## src/rtl/glmf_pkg.sv

```systemverilog
// Shared types and constants for the grid local maximum finder.
package glmf_pkg;

  // Default sizes of the grid and of one cell value.
  localparam int unsigned MaxColsDef   = 32;
  localparam int unsigned MaxRowsDef   = 1024;
  localparam int unsigned ValueBitsDef = 16;

  // Configuration port geometry.
  localparam int unsigned CfgIdxW   = 1;
  localparam int unsigned CfgDataW  = 11;
  localparam int unsigned RowCountW = 11;
  localparam int unsigned ColCountW = 6;

  // Configuration register indexes.
  localparam logic [CfgIdxW-1:0] REG_ROW_COUNT = 1'd0;
  localparam logic [CfgIdxW-1:0] REG_COL_COUNT = 1'd1;

  // Controller states.
  typedef enum logic [2:0] {
    ST_IDLE,
    ST_DEC,
    ST_FRD,
    ST_FDEC,
    ST_LAST
  } glmf_state_e;

  // Source of a result loaded into the output register.
  typedef enum logic {
    OUT_NEW,
    OUT_PEND
  } out_src_e;

  // Commands from the controller to the datapath.
  typedef struct packed {
    logic     item_load;
    logic     flush_rd;
    logic     win_adv;
    logic     win_reload;
    logic     col_clear;
    logic     col_inc;
    logic     flush;
    logic     pend_load;
    logic     pend_clear;
    logic     out_load;
    out_src_e out_src;
    logic     out_last;
  } glmf_cmd_t;

  // Status from the datapath to the controller.
  typedef struct packed {
    logic peak;
    logic row_first;
    logic row_end;
    logic frame_end;
    logic col_last;
    logic out_free;
    logic pend_valid;
  } glmf_status_t;

endpackage

```

## src/rtl/glmf_ctrl.sv

```systemverilog
// Controller state machine that sequences decisions and the last-row scan.
module glmf_ctrl (
  input  logic                  clk_i,
  input  logic                  rst_ni,
  input  logic                  in_valid_i,
  output logic                  in_ready_o,
  input  glmf_pkg::glmf_status_t status_i,
  output glmf_pkg::glmf_cmd_t    cmd_o
);

  glmf_pkg::glmf_state_e state_q, state_d;

  // State register.
  always_ff @(posedge clk_i or negedge rst_ni) begin
    if (!rst_ni) begin
      state_q <= glmf_pkg::ST_IDLE;
    end else begin
      state_q <= state_d;
    end
  end

  // Next state and commands.
  always_comb begin
    state_d          = state_q;
    in_ready_o       = 1'b0;
    cmd_o            = '0;
    cmd_o.out_src    = glmf_pkg::OUT_NEW;
    unique case (state_q)
      glmf_pkg::ST_IDLE: begin
        in_ready_o = 1'b1;
        if (in_valid_i) begin
          cmd_o.item_load = 1'b1;
          state_d         = glmf_pkg::ST_DEC;
        end
      end
      glmf_pkg::ST_DEC: begin
        if (status_i.frame_end) begin
          // The final cell: hold its result back until the scan shows whether it is last.
          cmd_o.pend_load  = status_i.peak;
          cmd_o.win_reload = 1'b1;
          cmd_o.col_clear  = 1'b1;
          state_d          = glmf_pkg::ST_FRD;
        end else if (!(status_i.peak && !status_i.row_first && !status_i.out_free)) begin
          cmd_o.out_load   = status_i.peak && !status_i.row_first;
          cmd_o.out_src    = glmf_pkg::OUT_NEW;
          cmd_o.out_last   = 1'b1;
          cmd_o.win_reload = status_i.row_end;
          cmd_o.win_adv    = !status_i.row_end;
          state_d          = glmf_pkg::ST_IDLE;
        end
      end
      glmf_pkg::ST_FRD: begin
        cmd_o.flush_rd = 1'b1;
        state_d        = glmf_pkg::ST_FDEC;
      end
      glmf_pkg::ST_FDEC: begin
        cmd_o.flush = 1'b1;
        if (!(status_i.peak && status_i.pend_valid && !status_i.out_free)) begin
          // A new peak pushes the held one out as a non-final result.
          cmd_o.out_load  = status_i.peak && status_i.pend_valid;
          cmd_o.out_src   = glmf_pkg::OUT_PEND;
          cmd_o.out_last  = 1'b0;
          cmd_o.pend_load = status_i.peak;
          cmd_o.win_adv   = 1'b1;
          if (status_i.col_last) begin
            state_d = glmf_pkg::ST_LAST;
          end else begin
            cmd_o.col_inc = 1'b1;
            state_d       = glmf_pkg::ST_FRD;
          end
        end
      end
      glmf_pkg::ST_LAST: begin
        if (!status_i.pend_valid) begin
          state_d = glmf_pkg::ST_IDLE;
        end else if (status_i.out_free) begin
          cmd_o.out_load   = 1'b1;
          cmd_o.out_src    = glmf_pkg::OUT_PEND;
          cmd_o.out_last   = 1'b1;
          cmd_o.pend_clear = 1'b1;
          state_d          = glmf_pkg::ST_IDLE;
        end
      end
      default: begin
        state_d = glmf_pkg::ST_IDLE;
      end
    endcase
  end

endmodule

```

## config.mk

```make
export PLATFORM = sky130hd
export DESIGN_NAME = glmf_ctrl
export DESIGN_NICKNAME = d
export VERILOG_FILES = /design/src/rtl/glmf_pkg.sv /design/src/rtl/glmf_ctrl.sv
export SDC_FILE = /design/constraint.sdc
export NUM_CORES = 1
export LEC_CHECK = 0
export BUFFER_PORTS_ARGS = -buffer_cell sky130_fd_sc_hd__buf_4
export CAP_MARGIN = 0
export CORE_AREA = 2 2 39 41
export DETAILED_ROUTE_END_ITERATION = 8
export DIE_AREA = 0 0 41 43
export RECOVER_POWER = 100
export SETUP_SLACK_MARGIN = 0.4
export SLEW_MARGIN = 10
export SYNTH_ARGS = -nofsm -noshare
export SYNTH_HDL_FRONTEND = slang
export SYNTH_SLANG_ARGS = --single-unit
```

## constraint.sdc

```tcl
create_clock -name clk_i -period 1.7 [get_ports clk_i]
set_clock_uncertainty 0.1 [all_clocks]
set_input_delay 0.085 -clock clk_i [delete_from_list [all_inputs] [get_ports clk_i]]
set_output_delay 0.085 -clock clk_i [all_outputs]
set_load 0.01 [all_outputs]
```

== Word level (Yosys, flattened, before mapping) ==
Index checks and enable logic that the tools add are counted.

* Register bits after elaboration: 3
* Bits in latches: 0
* RAM bits: 0
* ROM bits: 0
* Input port bits: 10
* Output and inout port bits: 13
* Word-level logic and storage cells: 50
* Memories kept: 0

* Add/sub/neg operators: 0
* Multipliers: 0
* Divide/modulo/power cells: 0
* Magnitude comparators: 0
* Equal/unequal tests: 8
* Shift-type cells: 0
* Multiplexer cells: 32
* Bitwise gates (word level): 0
* Reductions and logical operators: 9

{| class="wikitable"
|+ Operator list
! operator !! number
|-
| $mux 3 || 10
|-
| $pmux 3 s5 || 1
|-
| $mux 1 || 13
|-
| $pmux 3 s3 || 1
|-
| $mux 4 || 2
|-
| $eq 3x2->1 const B || 2
|-
| $mux 2 || 3
|-
| $ne 3x3->1 const B || 2
|-
| $logic_and 1x1->1 || 4
|-
| $ne 2x2->1 const B || 2
|-
| $pmux 1 s2 || 2
|-
| $reduce_and 4->1 || 1
|-
| $eq 3x1->1 const B || 1
|-
| $eq 3x3->1 const B || 1
|-
| $logic_not 1->1 || 3
|-
| $logic_not 3->1 || 1
|}

== Logic depth before layout (Yosys ltp) ==
Gate-level depths: netlist of run 1.

* Word-level depth: 6
* Gate-level depth with buffers: 6
* Depth with buffers taken out: 4

== Worst setup path after synthesis of run 1 ==
No wires, ideal clock.

* Path kind: reg-to-reg
* From: register state_q[0]
* To: register state_q[0]
* Setup time: 125 ps
* Arrival: 1,448 ps
* Data required time: 1,475 ps
* Setup slack: 27 ps
* Stages on the path, launching flop included: 6
* Buffers on the path: 1
* Clock period less this slack: 1,673 ps
* Cell sequence: dfrtp_1 > buf_2 > nor3_1 > nand2b_1 > nand4_4 > mux2_4

* Longest elaborated chain between the ends: 3
* Elaborated cells between the ends (all ways): 11
* Classes of those cells: eq/ne (8); mux (1); reduce/logical (2)

{| class="wikitable"
|+ RTL lines
! what !! RTL line !! text
|-
| start: declaration || glmf_ctrl.sv:11 || <nowiki>glmf_pkg::glmf_state_e state_q, state_d;</nowiki>
|-
| start signal: assignment || glmf_ctrl.sv:16 || <nowiki>state_q <= glmf_pkg::ST_IDLE;</nowiki>
|-
| start signal: assignment || glmf_ctrl.sv:18 || <nowiki>state_q <= state_d;</nowiki>
|-
| $eq 3x1->1, or another cell as far along || glmf_ctrl.sv:28 || <nowiki>unique case (state_q)</nowiki>
|-
| $ne 3x3->1 (no source line) or $ne 2x2->1 (tied branches) || -- ||
|-
| $reduce_and 4->1 (no source line) || -- ||
|}

Several ways; a longest one is shown, not always the timed one.
A chain may end at the register's enable or synchronous reset.

==> out/results.txt, run 1 <==
outcome - complete, no violations
FP Rows - 14
PD cells - 1450 nW/um^2
worst hold-check path type - in -> reg
crit path max fanout - 5
final WL - 1290 um
Post-Syn Area - 368 sq um
CTS Root Cell - clkbuf_4
worst r2r src - state_q[1]
final period utilization - 97.7%
area of the die - 1760 sq um
WP data arrival - 1.48 ns
fill count - 119
I/O pin count - 23
Routed Antenna Nets - 0
clock buffer depth - 2
Starting Density - 26.6%
count of routing violations after the opening detailed-route iteration - 13
RSZ-0062 raised after global routing - yes
RD Place Congestion - 0.751
prevailing post-synth register cell - dfrtp_1
FF+latch area - 78.8 sq um
DR DRC count - 0
Synth warnings - 0
Reg2Reg Setup Slack - 0.06 ns
initial antenna violation count - 0
die width - 41 um
synthesized flop and latch total - 3
Pins Over Slew Limit - 0
# nets final - 99
area of the multi-input gates - 357 sq um
EDFF count, synth - 0
vias in the first global route - 463
PortBufs - 22
Slew HR - 76.1%
Hold Crit Depth - 3
cells after synthesis - 48
synthesized net count - 58
via count - 501
first-pass GRT wire length - 2030 um
CTS Sinks - 3
TritonCTS Buffers - 3
Placed Area - 588 sq um
Layout Area Growth over Synthesis - 129%
largest net degree at the start of global routing - 6
Routed WL per cell - 12.4 um
fin area - 841 sq um
GRT Resource Usage Total - 16.4%
Worst Setup End Kind - output port
clock latency on the worst-skew pair - 0.24 ns
crit path kind - reg -> out
final hold viol count - 0
drt pass-1 iters - 4
Leakage Power - 0.401 nW
Hold Path Sink - state_q[2]
Worst R2R End - state_q[0]
worst vdd ir - 666 uV
CTS HTree Levels - 1
dpl ws - 0.109 ns
Final HPWL DP - 837 um
Worst-path clk slew - 0.04 ns
# setup viols final - 0
CTS tree - done
achievable frequency - 602 MHz
# diodes - 0
fin crit period - 1.66 ns
top register by number of flip-flops - state_q
global route overflow - 0
CP startpoint kind - flip-flop
total core area - 1380 sq um
Post-Syn Area per Cell - 7.66 sq um
final setup margin - 0.0388 ns
Seq/Total Area, Yosys - 20.4%
Via density - 4.82
Post-synth ARST share - 100%
largest registers - state_q x3
Die Y-Extent - 43 um
share of layout cells above drive strength 1 - 69.3%
post-synthesis cell type count - 26
Worst Path Required - 1.51 ns
HP Start - status_i[2]
flip-flop count of the largest register after layout - 3
max-capacitance violation count - 0
worst slew pin tran - 0.358 ns
FF-to-FF path depth - 6
==> cell families after synthesis <==
| family | share of synthesized area (%) |
|---|---|
| and+or+nand+nor | 53.7 |
| DFF | 20.4 |
| AOI/OAI and AO/OA | 13.9 |
| muxes | 4.08 |
| buffers and inverters | 7.82 |
==> stage by stage <==
stage	hold WS (ns)	power [mW]	instances	util [%]	setup TNS [ns]
after floorplan	-0.311	0.538	48	-	0
after global placement	-0.224	0.722	86	42.5	0
after detailed placement	-0.224	0.723	86	42.5	0
after CTS	0.0204	1.09	101	56.1	0
after global routing	0.0560	1.30	104	60.8	-0.0573
final	0.0443	1.22	104	60.8	0
==> metal layers <==
layer / vias to the layer above / track usage (%) / share of wire [%]
li1: 247 / - / -
met1: 245 / 22.4 / 42
met2: 9 / 26.6 / 55
met3: 0 / 1.57 / 2.6
met4: 0 / 4.00 / 0
met5: - / 0 / 0
==> power by group <==
part           leakage, nW  internal [mW]  total [mW]  switching (mW)
Sequential          0.0344          0.105       0.151          0.0459
Clock               0.0150         0.0882       0.129          0.0412
Combinational        0.351          0.555       0.943           0.388
==> area by class of cell <==
type / instances / area share (%)
Tap cell: 16 / 2.38
Timing Repair Buffer: 39 / 41.8
Inverter: 2 / 0.893
Multi-Input combinational cell: 40 / 42.4
Clock buffer: 4 / 3.13
Sequential cell: 3 / 9.38
==> placed cells by master (no fill, tap or decap), types with 2 or more instances in the layout <==
master,count
a21oi_1,2
buf_4,21
buf_6,16
clkbuf_1,2
clkbuf_4,3
dfrtp_2,3
nand2_1,9
nand3_4,2
nor2_1,4
nor2b_1,2
nor3_4,2
nor3b_2,2
==> cell usage after synthesis (2+ instances only) <==
master	number	area share (%)
a21oi_1	2	2.7
and2_1	2	3.4
dfrtp_1	3	20
inv_1	2	2.0
nand2_1	10	10
nand2b_1	2	3.4
nor2_1	4	4.1
nor2b_1	2	3.4
nor3_1	2	2.7
nor3b_1	2	4.1
o21ai_0	2	2.7
==> critical path, cell delays in order, from the launching register on <==
cell and delay [ns]:
dfrtp_2 0.43, nor4b_4 0.34, nand2_1 0.12, a2bb2oi_1 0.14, nor2_1 0.09, buf_4 0.13
==> timing repair <==
item,4_1_cts,5_1_grt
pin swaps,8,8
endpoints found under the setup margin,16,16
endpoints found under the hold margin,3,0
buffers inserted,10,3
hold buffers,1,0
resized for setup,21,12
==> worst max path at each step <==
stage / start / endpoint / cells past startpoint
finish: state_q[2] / cmd_o[9] / 5
global route: state_q[2] / cmd_o[9] / 5
CTS: state_q[2] / cmd_o[9] / 5
detailed placement: state_q[0] / state_q[0] / 4
global placement: state_q[0] / state_q[0] / 4
floorplan: state_q[2] / state_q[0] / 4
No activity file was read; power rests on OpenSTA's default activity.
==> run 2, diff against run 1 <==
clock period = 1.5 ns   (was 1.7 ns; I/O delays follow)
==> out/results.txt, run 2 (same netlist as run 1, synthesis figures left out) <==
via count - 525 (+4.8%)
CTS Root Cell - clkbuf_4
largest registers - state_q x3
CTS HTree Levels - 1 (unchanged)
Routed WL per cell - 12.6 um (+1.4%)
Worst Path Required - 1.32 ns (-0.19 ns)
largest net degree at the start of global routing - 7 (+1)
failing checks - negative setup slack
crit path max fanout - 6 (+1)
clock buffer depth - 2 (unchanged)
final hold slack - 0.0305 ns (-0.0138 ns)
Worst Setup End Kind - output port
top register by number of flip-flops - state_q
Die Y-Extent - 43 um (unchanged)
FP Rows - 14 (unchanged)
Routed Antenna Nets - 0 (unchanged)
PortBufs - 22 (unchanged)
DR DRC count - 0 (unchanged)
GRT Resource Usage Total - 18.9% (+2.5 points)
Final HPWL DP - 959 um (+15%)
FF-to-FF path depth - 5 (-1)
worst r2r src - state_q[2]
worst slew pin tran - 0.276 ns (-0.0819 ns)
Pins Over Slew Limit - 0 (unchanged)
vias in the first global route - 552 (+19%)
Placed Area - 696 sq um (+18%)
Starting Density - 26.6% (unchanged)
Global Route met3 Usage - 1.57% (unchanged)
fill count - 125 (+5.0%)
met1 Use GR - 20.6% (-1.8 points)
count of routing violations after the opening detailed-route iteration - 4 (-9)
share of layout cells above drive strength 1 - 78.1% (+8.8 points)
Layout Cells excl Fill - 112 (+7.7%)
Hold Path Sink - state_q[2]
most frequent cells in the layout - buf_4, buf_6, nand2_1
crit path kind - reg -> out
PD cells - 1660 nW/um^2 (+14%)
CTS Sinks - 3 (unchanged)
Leakage Power - 0.451 nW (+13%)
RSZ-0062 raised after global routing - yes
die width - 41 um (unchanged)
RD Place Congestion - 0.736 (-2.0%)
Worst R2R End - state_q[0]
# diodes - 0 (unchanged)
fin area - 952 sq um (+13%)
flip-flop count of the largest register after layout - 3 (unchanged)
routing usage on met2 - 35.0% (+8.4 points)
max-capacitance violation count - 0 (unchanged)
clock latency on the worst-skew pair - 0.24 ns (about the same)
Layout Area Growth over Synthesis - 159%
global route overflow - 0 (unchanged)
Reg2Reg Setup Slack - -0.07 ns (-0.13 ns)
Hold Crit Depth - 3 (unchanged)
initial antenna violation count - 0 (unchanged)
total core area - 1380 sq um (unchanged)
final setup margin - -0.152 ns (-0.191 ns)
first-pass GRT wire length - 2250 um (+11%)
most common cell after layout, fill and taps aside - buf_4
achievable frequency - 605 MHz
final hold viol count - 0 (unchanged)
# nets final - 107 (+8.1%)
Placed Cells incl. Taps - 97 (+13%)
final WL - 1410 um (+9.2%)
HP Start - status_i[2]
# setup viols final - 10 (+10)
WP data arrival - 1.48 ns (about the same)
I/O pin count - 23 (unchanged)
final period utilization - 110%
outcome - finished with violations
Slew HR - 81.6% (+5.5 points)
area of the die - 1760 sq um (unchanged)
Worst-path clk slew - 0.04 ns (about the same)
TritonCTS Buffers - 3 (unchanged)
Via density - 4.69 (-2.7%)
fin crit period - 1.65 ns
CTS tree - done
drt pass-1 iters - 2 (-2)
worst vdd ir - 868 uV (+30%)
gr busiest metal - met2
worst hold-check path type - in -> reg
CP startpoint kind - flip-flop
==> run 2: cell types whose count changed in the layout (fill, tap and decap cells not counted), sizes merged <==
cell | before | now
buf | 37 | 45
==> run 2: layer usage <==
layer	vias up	share of wire (%)
met5	-	0
met4	0	1.2
met3	2	5.0
met2	20	56
met1	242	38
li1	261	-
==> run 2: layout make-up <==
class	instances	area (sq um)	share of cell area, %
Sequential cell	3	78.8	8.28
Inverter	2	7.51	0.788
Tap cell	16	20.0	2.10
Multi-Input combinational cell	40	397	41.7
Timing Repair Buffer	47	423	44.4
Clock buffer	4	26.3	2.76
==> run 2: power breakdown <==
group / internal (mW) / switching, mW / total, mW
registers: 0.119 / 0.0635 / 0.182
clock network: 0.100 / 0.0482 / 0.148
logic: 0.766 / 0.482 / 1.25
==> run 2: critical path, cell delays in order (launching register included) <==
cell     delay, ns
dfrtp_2       0.45
and3b_2       0.26
buf_6         0.13
nor2b_4       0.11
o21a_1        0.18
buf_6         0.12
==> run 2: worst max path at each step <==
stage / cells past startpoint / startpoint / to / slack, ns
after floorplan: 4 / state_q[2] / state_q[0] / -0.003
after global placement: 4 / state_q[2] / state_q[0] / -0.03
after detailed placement: 4 / state_q[2] / state_q[0] / -0.06
after CTS: 5 / state_q[0] / cmd_o[2] / -0.13
after global routing: 5 / state_q[2] / cmd_o[2] / -0.20
final: 5 / state_q[0] / cmd_o[4] / -0.15
==> run 2: stage by stage <==
| step | utilization (%) | total power, mW | setup slack, ns | TNS (ns) |
|---|---|---|---|---|
| 2_1_floorplan | - | 0.632 | -0.00337 | -0.00337 |
| 3_3_place_gp | 50.3 | 0.987 | -0.0305 | -0.0461 |
| 3_5_place_dp | 50.3 | 0.997 | -0.0583 | -0.103 |
| 4_1_cts | 66.5 | 1.48 | -0.128 | -0.708 |
| 5_1_grt | 68.8 | 1.68 | -0.205 | -1.45 |
| 6_report | 68.8 | 1.58 | -0.152 | -0.716 |
==> run 2: repair_timing <==
item,4_1_cts,5_1_grt
setup buffers,9,1
resized for setup,30,7
pin swaps,14,5
setup endpoints to repair,16,16
hold buffers,1,0
hold endpoints to repair,3,0
