$ cat src/rtl/glmf_pkg.sv
// Shared types and constants for the grid local maximum finder.
package glmf_pkg;

  // Default sizes of the grid and of one cell value.
  localparam int unsigned MaxColsDef   = 32;
  localparam int unsigned MaxRowsDef   = 1024;
  localparam int unsigned ValueBitsDef = 16;

  // Configuration port geometry.
  localparam int unsigned CfgIdxW   = 1;
  localparam int unsigned CfgDataW  = 11;
  localparam int unsigned RowCountW = 11;
  localparam int unsigned ColCountW = 6;

  // Configuration register indexes.
  localparam logic [CfgIdxW-1:0] REG_ROW_COUNT = 1'd0;
  localparam logic [CfgIdxW-1:0] REG_COL_COUNT = 1'd1;

  // Controller states.
  typedef enum logic [2:0] {
    ST_IDLE,
    ST_DEC,
    ST_FRD,
    ST_FDEC,
    ST_LAST
  } glmf_state_e;

  // Source of a result loaded into the output register.
  typedef enum logic {
    OUT_NEW,
    OUT_PEND
  } out_src_e;

  // Commands from the controller to the datapath.
  typedef struct packed {
    logic     item_load;
    logic     flush_rd;
    logic     win_adv;
    logic     win_reload;
    logic     col_clear;
    logic     col_inc;
    logic     flush;
    logic     pend_load;
    logic     pend_clear;
    logic     out_load;
    out_src_e out_src;
    logic     out_last;
  } glmf_cmd_t;

  // Status from the datapath to the controller.
  typedef struct packed {
    logic peak;
    logic row_first;
    logic row_end;
    logic frame_end;
    logic col_last;
    logic out_free;
    logic pend_valid;
  } glmf_status_t;

endpackage

$ cat src/rtl/glmf_dp.sv
// Datapath: configuration, line banks, comparison window, held result and output register.
module glmf_dp #(
  parameter int unsigned MAX_COLS   = glmf_pkg::MaxColsDef,
  parameter int unsigned MAX_ROWS   = glmf_pkg::MaxRowsDef,
  parameter int unsigned VALUE_BITS = glmf_pkg::ValueBitsDef,
  localparam int unsigned RowW      = $clog2(MAX_ROWS),
  localparam int unsigned ColW      = $clog2(MAX_COLS)
) (
  input  logic                            clk_i,
  input  logic                            rst_ni,
  input  logic                            cfg_we_i,
  input  logic [glmf_pkg::CfgIdxW-1:0]    cfg_idx_i,
  input  logic [glmf_pkg::CfgDataW-1:0]   cfg_data_i,
  input  logic signed [VALUE_BITS-1:0]    pixel_i,
  input  glmf_pkg::glmf_cmd_t             cmd_i,
  output glmf_pkg::glmf_status_t          status_o,
  input  logic                            out_ready_i,
  output logic                            out_valid_o,
  output logic [RowW-1:0]                 peak_row_o,
  output logic [ColW-1:0]                 peak_col_o,
  output logic                            last_o
);

  logic [glmf_pkg::RowCountW-1:0] row_cnt;
  logic [glmf_pkg::ColCountW-1:0] col_cnt;
  logic [RowW-1:0] rows_last_q, rows_last_d;
  logic [ColW-1:0] cols_last_q, cols_last_d;

  logic [RowW-1:0] pos_row_q;
  logic [ColW-1:0] pos_col_q;
  logic            row_end_in, frame_end_in;

  logic [1:0] cur_sel_q, prev_sel_q, old_sel_q;

  logic signed [VALUE_BITS-1:0] pixel_q, cur0_q;
  logic [RowW-1:0]              item_row_q;
  logic [ColW-1:0]              item_col_q;
  logic                         item_row_end_q, item_frame_end_q;

  logic                         rd_en;
  logic [1:0]                   sel_a, sel_b, sel_a_q, sel_b_q;
  logic [ColW-1:0]              addr_a, addr_b;
  logic signed [VALUE_BITS-1:0] bank_rd_q [3];
  logic signed [VALUE_BITS-1:0] rd_a, rd_b;

  logic signed [VALUE_BITS-1:0] pm_q, pl_q;
  logic                         has_above, left_ok, right_ok, peak;
  logic [RowW-1:0]              peak_row;

  logic            pend_valid_q;
  logic [RowW-1:0] pend_row_q;
  logic [ColW-1:0] pend_col_q;
  logic            out_valid_q;

  // Saturate the written counts into last-index form.
  assign row_cnt = cfg_data_i[glmf_pkg::RowCountW-1:0];
  assign col_cnt = cfg_data_i[glmf_pkg::ColCountW-1:0];

  always_comb begin
    if (row_cnt < glmf_pkg::RowCountW'(2)) begin
      rows_last_d = RowW'(1);
    end else if (32'(row_cnt) > MAX_ROWS) begin
      rows_last_d = RowW'(MAX_ROWS - 1);
    end else begin
      rows_last_d = RowW'(row_cnt - glmf_pkg::RowCountW'(1));
    end
    if (col_cnt < glmf_pkg::ColCountW'(2)) begin
      cols_last_d = ColW'(1);
    end else if (32'(col_cnt) > MAX_COLS) begin
      cols_last_d = ColW'(MAX_COLS - 1);
    end else begin
      cols_last_d = ColW'(col_cnt - glmf_pkg::ColCountW'(1));
    end
  end

  // Configuration registers.
  always_ff @(posedge clk_i or negedge rst_ni) begin
    if (!rst_ni) begin
      rows_last_q <= RowW'(1);
      cols_last_q <= ColW'(1);
    end else if (cfg_we_i) begin
      unique case (cfg_idx_i)
        glmf_pkg::REG_ROW_COUNT: rows_last_q <= rows_last_d;
        glmf_pkg::REG_COL_COUNT: cols_last_q <= cols_last_d;
        default: ;
      endcase
    end
  end

  // Frame position of the next cell; any configuration write restarts the frame.
  assign row_end_in   = (pos_col_q == cols_last_q);
  assign frame_end_in = row_end_in && (pos_row_q == rows_last_q);

  always_ff @(posedge clk_i or negedge rst_ni) begin
    if (!rst_ni) begin
      pos_row_q <= '0;
      pos_col_q <= '0;
    end else if (cfg_we_i) begin
      pos_row_q <= '0;
      pos_col_q <= '0;
    end else if (cmd_i.item_load) begin
      if (frame_end_in) begin
        pos_row_q <= '0;
        pos_col_q <= '0;
      end else if (row_end_in) begin
        pos_row_q <= pos_row_q + RowW'(1);
        pos_col_q <= '0;
      end else begin
        pos_col_q <= pos_col_q + ColW'(1);
      end
    end
  end

  // Bank roles rotate at each row end but the last one of a frame, instead of copying rows.
  always_ff @(posedge clk_i or negedge rst_ni) begin
    if (!rst_ni) begin
      cur_sel_q  <= 2'd0;
      prev_sel_q <= 2'd1;
      old_sel_q  <= 2'd2;
    end else if (cmd_i.item_load && row_end_in && !frame_end_in) begin
      old_sel_q  <= prev_sel_q;
      prev_sel_q <= cur_sel_q;
      cur_sel_q  <= old_sel_q;
    end
  end

  // Item registers and the scan column.
  always_ff @(posedge clk_i) begin
    if (cmd_i.item_load) begin
      pixel_q          <= pixel_i;
      item_row_q       <= pos_row_q;
      item_col_q       <= pos_col_q;
      item_row_end_q   <= row_end_in;
      item_frame_end_q <= frame_end_in;
      if (pos_col_q == '0) begin
        cur0_q <= pixel_i;
      end
    end else if (cmd_i.col_clear) begin
      item_col_q <= '0;
    end else if (cmd_i.col_inc) begin
      item_col_q <= item_col_q + ColW'(1);
    end
  end

  // Read requests: above-cell read on port A, right-neighbour read on port B.
  assign rd_en  = cmd_i.item_load || cmd_i.flush_rd;
  assign sel_a  = cmd_i.item_load ? old_sel_q : prev_sel_q;
  assign sel_b  = cmd_i.item_load ? prev_sel_q : cur_sel_q;
  assign addr_a = cmd_i.item_load ? pos_col_q : item_col_q;
  assign addr_b = (addr_a == cols_last_q) ? addr_a : addr_a + ColW'(1);

  always_ff @(posedge clk_i) begin
    if (rd_en) begin
      sel_a_q <= sel_a;
      sel_b_q <= sel_b;
    end
  end

  // Three line banks, each with one write and one registered read.
  for (genvar k = 0; k < 3; k++) begin : g_bank
    logic [VALUE_BITS-1:0] mem [MAX_COLS];
    logic [ColW-1:0]       rd_addr;

    assign rd_addr = (sel_a == 2'(k)) ? addr_a : addr_b;

    always_ff @(posedge clk_i) begin
      if (cmd_i.item_load && (cur_sel_q == 2'(k))) begin
        mem[pos_col_q] <= pixel_i;
      end
      if (rd_en) begin
        bank_rd_q[k] <= mem[rd_addr];
      end
    end
  end

  // Route the read data back by the roles used at issue time.
  always_comb begin
    case (sel_a_q)
      2'd0:    rd_a = bank_rd_q[0];
      2'd1:    rd_a = bank_rd_q[1];
      default: rd_a = bank_rd_q[2];
    endcase
    case (sel_b_q)
      2'd0:    rd_b = bank_rd_q[0];
      2'd1:    rd_b = bank_rd_q[1];
      default: rd_b = bank_rd_q[2];
    endcase
  end

  // Sliding window over the row under decision: left and middle cells.
  always_ff @(posedge clk_i) begin
    if (cmd_i.win_reload) begin
      pm_q <= cur0_q;
    end else if (cmd_i.win_adv) begin
      pl_q <= pm_q;
      pm_q <= rd_b;
    end
  end

  // Peak test against the in-grid four neighbours.
  assign has_above = cmd_i.flush || (item_row_q > RowW'(1));
  assign left_ok   = (item_col_q != '0);
  assign right_ok  = (item_col_q != cols_last_q);
  assign peak      = (!has_above || (pm_q >= rd_a)) &&
                     (cmd_i.flush || (pm_q >= pixel_q)) &&
                     (!left_ok || (pm_q >= pl_q)) &&
                     (!right_ok || (pm_q >= rd_b));
  assign peak_row  = cmd_i.flush ? item_row_q : item_row_q - RowW'(1);

  // Held result, released once the next one or the end of the scan is known.
  always_ff @(posedge clk_i or negedge rst_ni) begin
    if (!rst_ni) begin
      pend_valid_q <= 1'b0;
    end else if (cmd_i.pend_load) begin
      pend_valid_q <= 1'b1;
    end else if (cmd_i.pend_clear) begin
      pend_valid_q <= 1'b0;
    end
  end

  always_ff @(posedge clk_i) begin
    if (cmd_i.pend_load) begin
      pend_row_q <= peak_row;
      pend_col_q <= item_col_q;
    end
  end

  // Output register.
  always_ff @(posedge clk_i or negedge rst_ni) begin
    if (!rst_ni) begin
      out_valid_q <= 1'b0;
    end else if (cmd_i.out_load) begin
      out_valid_q <= 1'b1;
    end else if (out_ready_i) begin
      out_valid_q <= 1'b0;
    end
  end

  always_ff @(posedge clk_i) begin
    if (cmd_i.out_load) begin
      last_o <= cmd_i.out_last;
      if (cmd_i.out_src == glmf_pkg::OUT_PEND) begin
        peak_row_o <= pend_row_q;
        peak_col_o <= pend_col_q;
      end else begin
        peak_row_o <= peak_row;
        peak_col_o <= item_col_q;
      end
    end
  end

  assign out_valid_o = out_valid_q;

  // Status towards the controller.
  assign status_o.peak       = peak;
  assign status_o.row_first  = (item_row_q == '0);
  assign status_o.row_end    = item_row_end_q;
  assign status_o.frame_end  = item_frame_end_q;
  assign status_o.col_last   = right_ok == 1'b0;
  assign status_o.out_free   = !out_valid_q || out_ready_i;
  assign status_o.pend_valid = pend_valid_q;

endmodule

$ cat config.mk
export PLATFORM = sky130hd
export DESIGN_NAME = glmf_dp
export DESIGN_NICKNAME = d
export VERILOG_FILES = /design/src/rtl/glmf_pkg.sv /design/src/rtl/glmf_dp.sv
export SDC_FILE = /design/constraint.sdc
export NUM_CORES = 2
export LEC_CHECK = 0
export BUFFER_PORTS_ARGS = -buffer_cell sky130_fd_sc_hd__buf_4
export CAP_MARGIN = 10
export CORE_MARGIN = 1
export CORE_UTILIZATION = 55
export DETAILED_ROUTE_END_ITERATION = 8
export PLACE_DENSITY = 0.71
export SKIP_CTS_REPAIR_TIMING = 1
export SLEW_MARGIN = 40
export SYNTH_ARGS = -nofsm -noshare
export SYNTH_HDL_FRONTEND = slang
export SYNTH_SLANG_ARGS = --single-unit
$ cat constraint.sdc
create_clock -name clk_i -period 9.4 [get_ports clk_i]
set_clock_uncertainty 0.15 [all_clocks]
set_input_delay 0.47 -clock clk_i [delete_from_list [all_inputs] [get_ports clk_i]]
set_output_delay 0.47 -clock clk_i [all_outputs]
set_load 0.01 [all_outputs]
# Yosys cells after proc, flatten, opt, wreduce, memory -nomap -nowiden
# Memories as Yosys holds them, arrays and structs flattened.
# Index checks and enable logic that the tools add are counted.
# totals
regBits	154
latch_bits	0
ram_bits	1584
romBits	0
out_inout_bits	24
wordCells	137
mem_count	4
# memory_table
name	depth	word_bits	rd	rd_ports_with_merged_regs	wr	line_no	source
g_bank[0].mem	32	16	1	0	1	glmf_dp.sv:161	logic [VALUE_BITS-1:0] mem [MAX_COLS];
g_bank[1].mem	32	16	1	0	1	glmf_dp.sv:161	
g_bank[2].mem	32	16	1	0	1	glmf_dp.sv:161	
bank_rd_q	3	16	3	0	3	glmf_dp.sv:43	logic signed [VALUE_BITS-1:0] bank_rd_q [3];
# classes
add_sub_neg	7
n_mul	0
n_div	0
order_cmp	9
eq_ne	10
shifts	0
muxes	41
n_bitwise	3
n_reduce_logical	39
# op_table
op	n
2-to-1 mux 10 bit	8
2-to-1 mux 5 bit	15
>= comparator 16 bit	4
case mux 16 bit (2 select lines)	2
2-to-1 mux 16 bit	2
subtractor 10 x 1 -> 10 bit (second input constant)	2
adder 5 x 1 -> 5 bit (second input constant)	3
2-to-1 mux 1 bit	12
greater-than comparator 11 bit (second input constant)	1
less-than comparator 11 x 2 -> 1 bit (second input constant)	1
adder 10 x 1 -> 10 bit (second input constant)	1
equality test 10 bit	1
equality test 5 bit	2
greater-than comparator 10 x 1 -> 1 bit (second input constant)	1
logical NOT 10 bit	1
AND reduction 2 bit	5
logical AND 1 bit	9
equality test 2 x 1 -> 1 bit (second input constant)	4
logical NOT 2 bit	4
nonzero test 2 bit	4
logical OR 1 bit	7
greater-than comparator 6 bit (second input constant)	1
less-than comparator 6 x 2 -> 1 bit (second input constant)	1
nonzero test 3 bit	2
8 further kinds	16

# Logic depth before layout (Yosys ltp)
# depth
word_depth	7
depth_mapped	16
mapped_depth_nobuf	13

# Least setup slack after synthesis
# Ideal clock, no wire load.
# synth_path
path_type	reg-to-output
startpoint	reg sel_b_q[0]
endpoint	out status_o[6] (netlist bit)
t_arrival_ns	3.267
t_required_ns	8.780
path_slack_ns	5.513
path_stages_with_launch	17
n_path_buf	3
cell_sequence	edfxtp_1 > clkbuf_1 > clkbuf_1 > mux2i_1 > nor2_1 > a21oi_1 > ha_1 > a21o_1 > a21o_1 > a21o_1 > a21oi_1 > nor2b_1 > o31ai_1 > a31oi_1 > a211o_1 > and4_1 > buf_4
# synth_via
elab_chain_len	5
# synth_lines
item	line_no	source
start: declaration	glmf_dp.sv:41	logic [1:0] sel_a, sel_b, sel_a_q, sel_b_q;
start signal: assignment	glmf_dp.sv:155	sel_b_q <= sel_b;
equality test 2 x 1 -> 1 bit or logical NOT 2 bit (tied branches)	glmf_dp.sv:183	case (sel_b_q)
case mux 16 bit (2 select lines) (*)	glmf_dp.sv:183	
>= comparator 16 bit (*)	glmf_dp.sv:207	(!right_ok || (pm_q >= rd_b));
logical OR 1 bit (*)	glmf_dp.sv:207	
logical AND 1 bit (*)	glmf_dp.sv:206	(!left_ok || (pm_q >= pl_q)) &&
end: declaration	glmf_dp.sv:16	output glmf_pkg::glmf_status_t status_o,
# Mark *: on every way between the ends. The rest lies on a longest branch, timed or not.

==> results_dict.tcl <==
set metrics [dict create \
    grt.met2_usage 0.460 \
    clockPowerShare 0.352 \
    vias_per_cell 6.53 \
    synthTopCellsByCount "edfxtp_1, nand2_1, nand3_1" \
    syn2layout_area_growth_pct 12.0 \
    layout-drive-gt1-share 0.117 \
    power_switching_mw 5.12 \
    grt_antenna_before_repair 5 \
    yosysUniqueCellTypes 87 \
    dp_hpwl_um 118000 \
    io_buffers 67 \
    p_int_mw 13.2 \
    syn_area_per_cell_um2 14.4 \
    first_pass_iters 6 \
    grt-busiest-layer "met2" \
    arrival_ps 5890 \
    status "finished, violations left" \
    grt_pass1_vias 42769 \
    cp-end-kind "flip-flop" \
    coreArea_mm2 0.128 \
    fillers 9276 \
    cts_tree "built" \
    timing.critical_path.cells "mux2i_4 -> xnor2_1 -> or3_1 -> o211ai_1 -> and2_4 -> buf_4 -> a211oi_1 -> a31oi_1 -> o22ai_1 -> nor4_1" \
    power_mw 18.4 \
    violations "negative hold slack" \
    clock_sinks 1738 \
    timing.hold.ws_ps -10.0 \
    synth_area_mm2 0.0711 \
    cts_inserted_buffers 170 \
    yosys-top-cells-area "edfxtp_1, nand2_1, mux2i_1" \
    cts.htree.levels 4 \
    synth_top_area_frac 0.718 \
    ys.flop_type "edfxtp_1" \
    powerDensity_mw_per_mm2 230 \
    power_frac_seq 0.487 \
    drv_slew 0 \
    slew_headroom 0.373 \
    root_buffer "clkbuf_16" \
    synth-edff-count 1700 \
    crit_path_start_kind "flip-flop" \
    clk_path_buf_depth 3 \
    tightest_slew_ps 938 \
    dieHeight_um 362 \
    die_w_um 362 \
    p_leak_nw 27.1 \
    hold_class "in -> reg" \
    gp_congestion 0.922 \
    cp_top_family "simple AND/OR/NAND/NOR gates" \
    yosysMostFrequentCell "edfxtp_1" \
    global_route.usage.met3 0.0708 \
    worst-r2r-setup-slack_ps 3980 \
    grt_max_degree 99 \
    drt_iter0_markers 6405 \
    grt_overflow 0 \
    period_share 0.577 \
    antenna_left 0 \
    routedWlPerCell_um 29.1 \
    ir_drop_mv 0.209 \
    cap_violations 0 \
    start_util 0.556 \
    ys_seq_area_frac 0.732 \
    synth_seq_cells 1738 \
    num_rows 131 \
    die-area_mm2 0.131 \
    synthArstFlopShare 0.0219 \
    swShare 0.279 \
    wl_um 200000 \
    final_nets 5197 \
    grt_use_total 0.304 \
    path_class "reg -> reg" \
    syn_nets 5058 \
    io_pins 68 \
    fin_crit_ps 5420 \
    rsz0062_at_grt "no" \
    crit_path_max_fanout 52 \
    path_clk_slew_ps 60 \
    drc 0 \
    dr_total_vias 44993 \
    fin_tns_setup_ps 0 \
    grt_pass1_wl_um 289000 \
    crit_buf_inv 1 \
    yosys.area.top_type "edfxtp_1" \
    insertion_delay_ps 820 \
    max_freq_mhz 184 \
    worstPathRequired_ps 9870 \
    slowest_stage "or3_1" \
    p_comb_frac 0.162 \
    yosys_warnings 0 \
    netlist_instances 4939 \
    setup_violations 0 \
    max_stage_delay_ps 670 \
    finalHoldViolCount 1 \
    grt_use_met1 0.423 \
]
worst register-to-register path: stages, from the launching register on:
cell	delay, ps
dfrtp_1	600
mux2i_4	500
xnor2_1	190
or3_1	680
o211ai_1	670
and2_4	650
buf_4	670
a211oi_1	150
a31oi_1	470
o22ai_1	200
nor4_1	330
state kept, by name, indices dropped and copies added, names as in the netlist, 10 cells and up:
signal       cells
bank_rd_q       48
pixel_q         16
pend_row_q      10
pm_q            16
rows_last_q     10
peak_row_o      10
pos_row_q       10
g_bank.mem    1536
cur0_q          16
item_row_q      10
pl_q            16
final timing paths:
kind                                    from              end  depth (start not counted)
worst min register to register       pm_q[0]          pl_q[0]                          0
worst min-delay path               cfg_idx_i   cols_last_q[0]                          4
min in group asynchronous             rst_ni     pend_valid_q                          2
worst max-delay path            pos_col_q[4]  bank_rd_q[0][2]                         10
max in group asynchronous             rst_ni     pos_col_q[2]                          2
worst max register to register  pos_col_q[4]  bank_rd_q[0][2]                         10
logic make-up (layout without fill, tap and decap cells):
| group | after synthesis | count (layout) | share of synthesized area |
|---|---|---|---|
| flip-flops | 1738 | 1738 | 0.732 |
| AND/OR/NAND/NOR | 1550 | 1550 | 0.0991 |
| AO/OA/AOI/OAI | 885 | 885 | 0.0842 |
| buffers and inverters | 357 | 637 | 0.0217 |
| multiplexers | 266 | 266 | 0.0418 |
| adder cells (fa/ha/maj) | 75 | 75 | 0.0132 |
| XOR/XNOR | 68 | 68 | 0.00848 |
| other | 0 | 5 | 0 |
power by group through the flow:
stage               Combinational (mW)  Clock [mW]  Sequential (mW)
floorplan                         1.93           0             8.91
global placement                  2.81           0             9.09
detailed placement                2.87           0             9.09
CTS                               2.89        6.50             8.93
global route                      3.17        6.79             8.93
finish                            2.96        6.45             8.93
layout make-up:
| type | instances | area [um2] | area share |
|---|---|---|---|
| multi-input combinational | 2844 | 17800 | 0.224 |
| clock inverter | 82 | 624 | 0.00784 |
| clock buffer | 231 | 4620 | 0.0580 |
| antenna | 5 | 12.5 | 0.000157 |
| sequential | 1738 | 52000 | 0.653 |
| timing repair buffer | 271 | 2250 | 0.0283 |
| tap | 1662 | 2080 | 0.0261 |
| inverter | 53 | 199 | 0.00250 |
cells in the final DEF (no fill, tap or decap), drive strengths merged, types with 16 or more instances in the layout:
master,instances
a211oi,193
a21o,16
a21oi,114
a22oi,18
a31oi,151
a32oi,34
and2,24
and3,176
buf,237
clkbuf,231
clkinv,71
dfrtp,34
dlygate4sd3,34
edfxtp,1700
ha,75
inv,57
mux2,44
mux2i,204
mux4,18
nand2,775
nand3,210
nand4,42
nor2,175
nor2b,20
nor3,59
nor4,24
o21ai,86
o22ai,158
xnor2,44
xor2,24
metrics by stage:
stage	instance area (um2)	instances	util	setup slack [ps]	hold slack [ps]
finish	79600	6886	0.623	3980	-10.0
global route	79600	6882	0.623	3770	-2.13
detailed placement	73900	6530	0.578	3440	284
global placement	73800	6527	0.577	3540	277
CTS	79100	6843	0.619	3540	-546
floorplan	71100	4939	-	5510	24.4
per-layer routing:
layer	vias to the layer above	wire length (um)
li1	19349	-
met1	22326	75900
met2	2874	90600
met3	444	24700
met4	0	9100
met5	-	0
No activity file was read; power rests on OpenSTA's default activity.
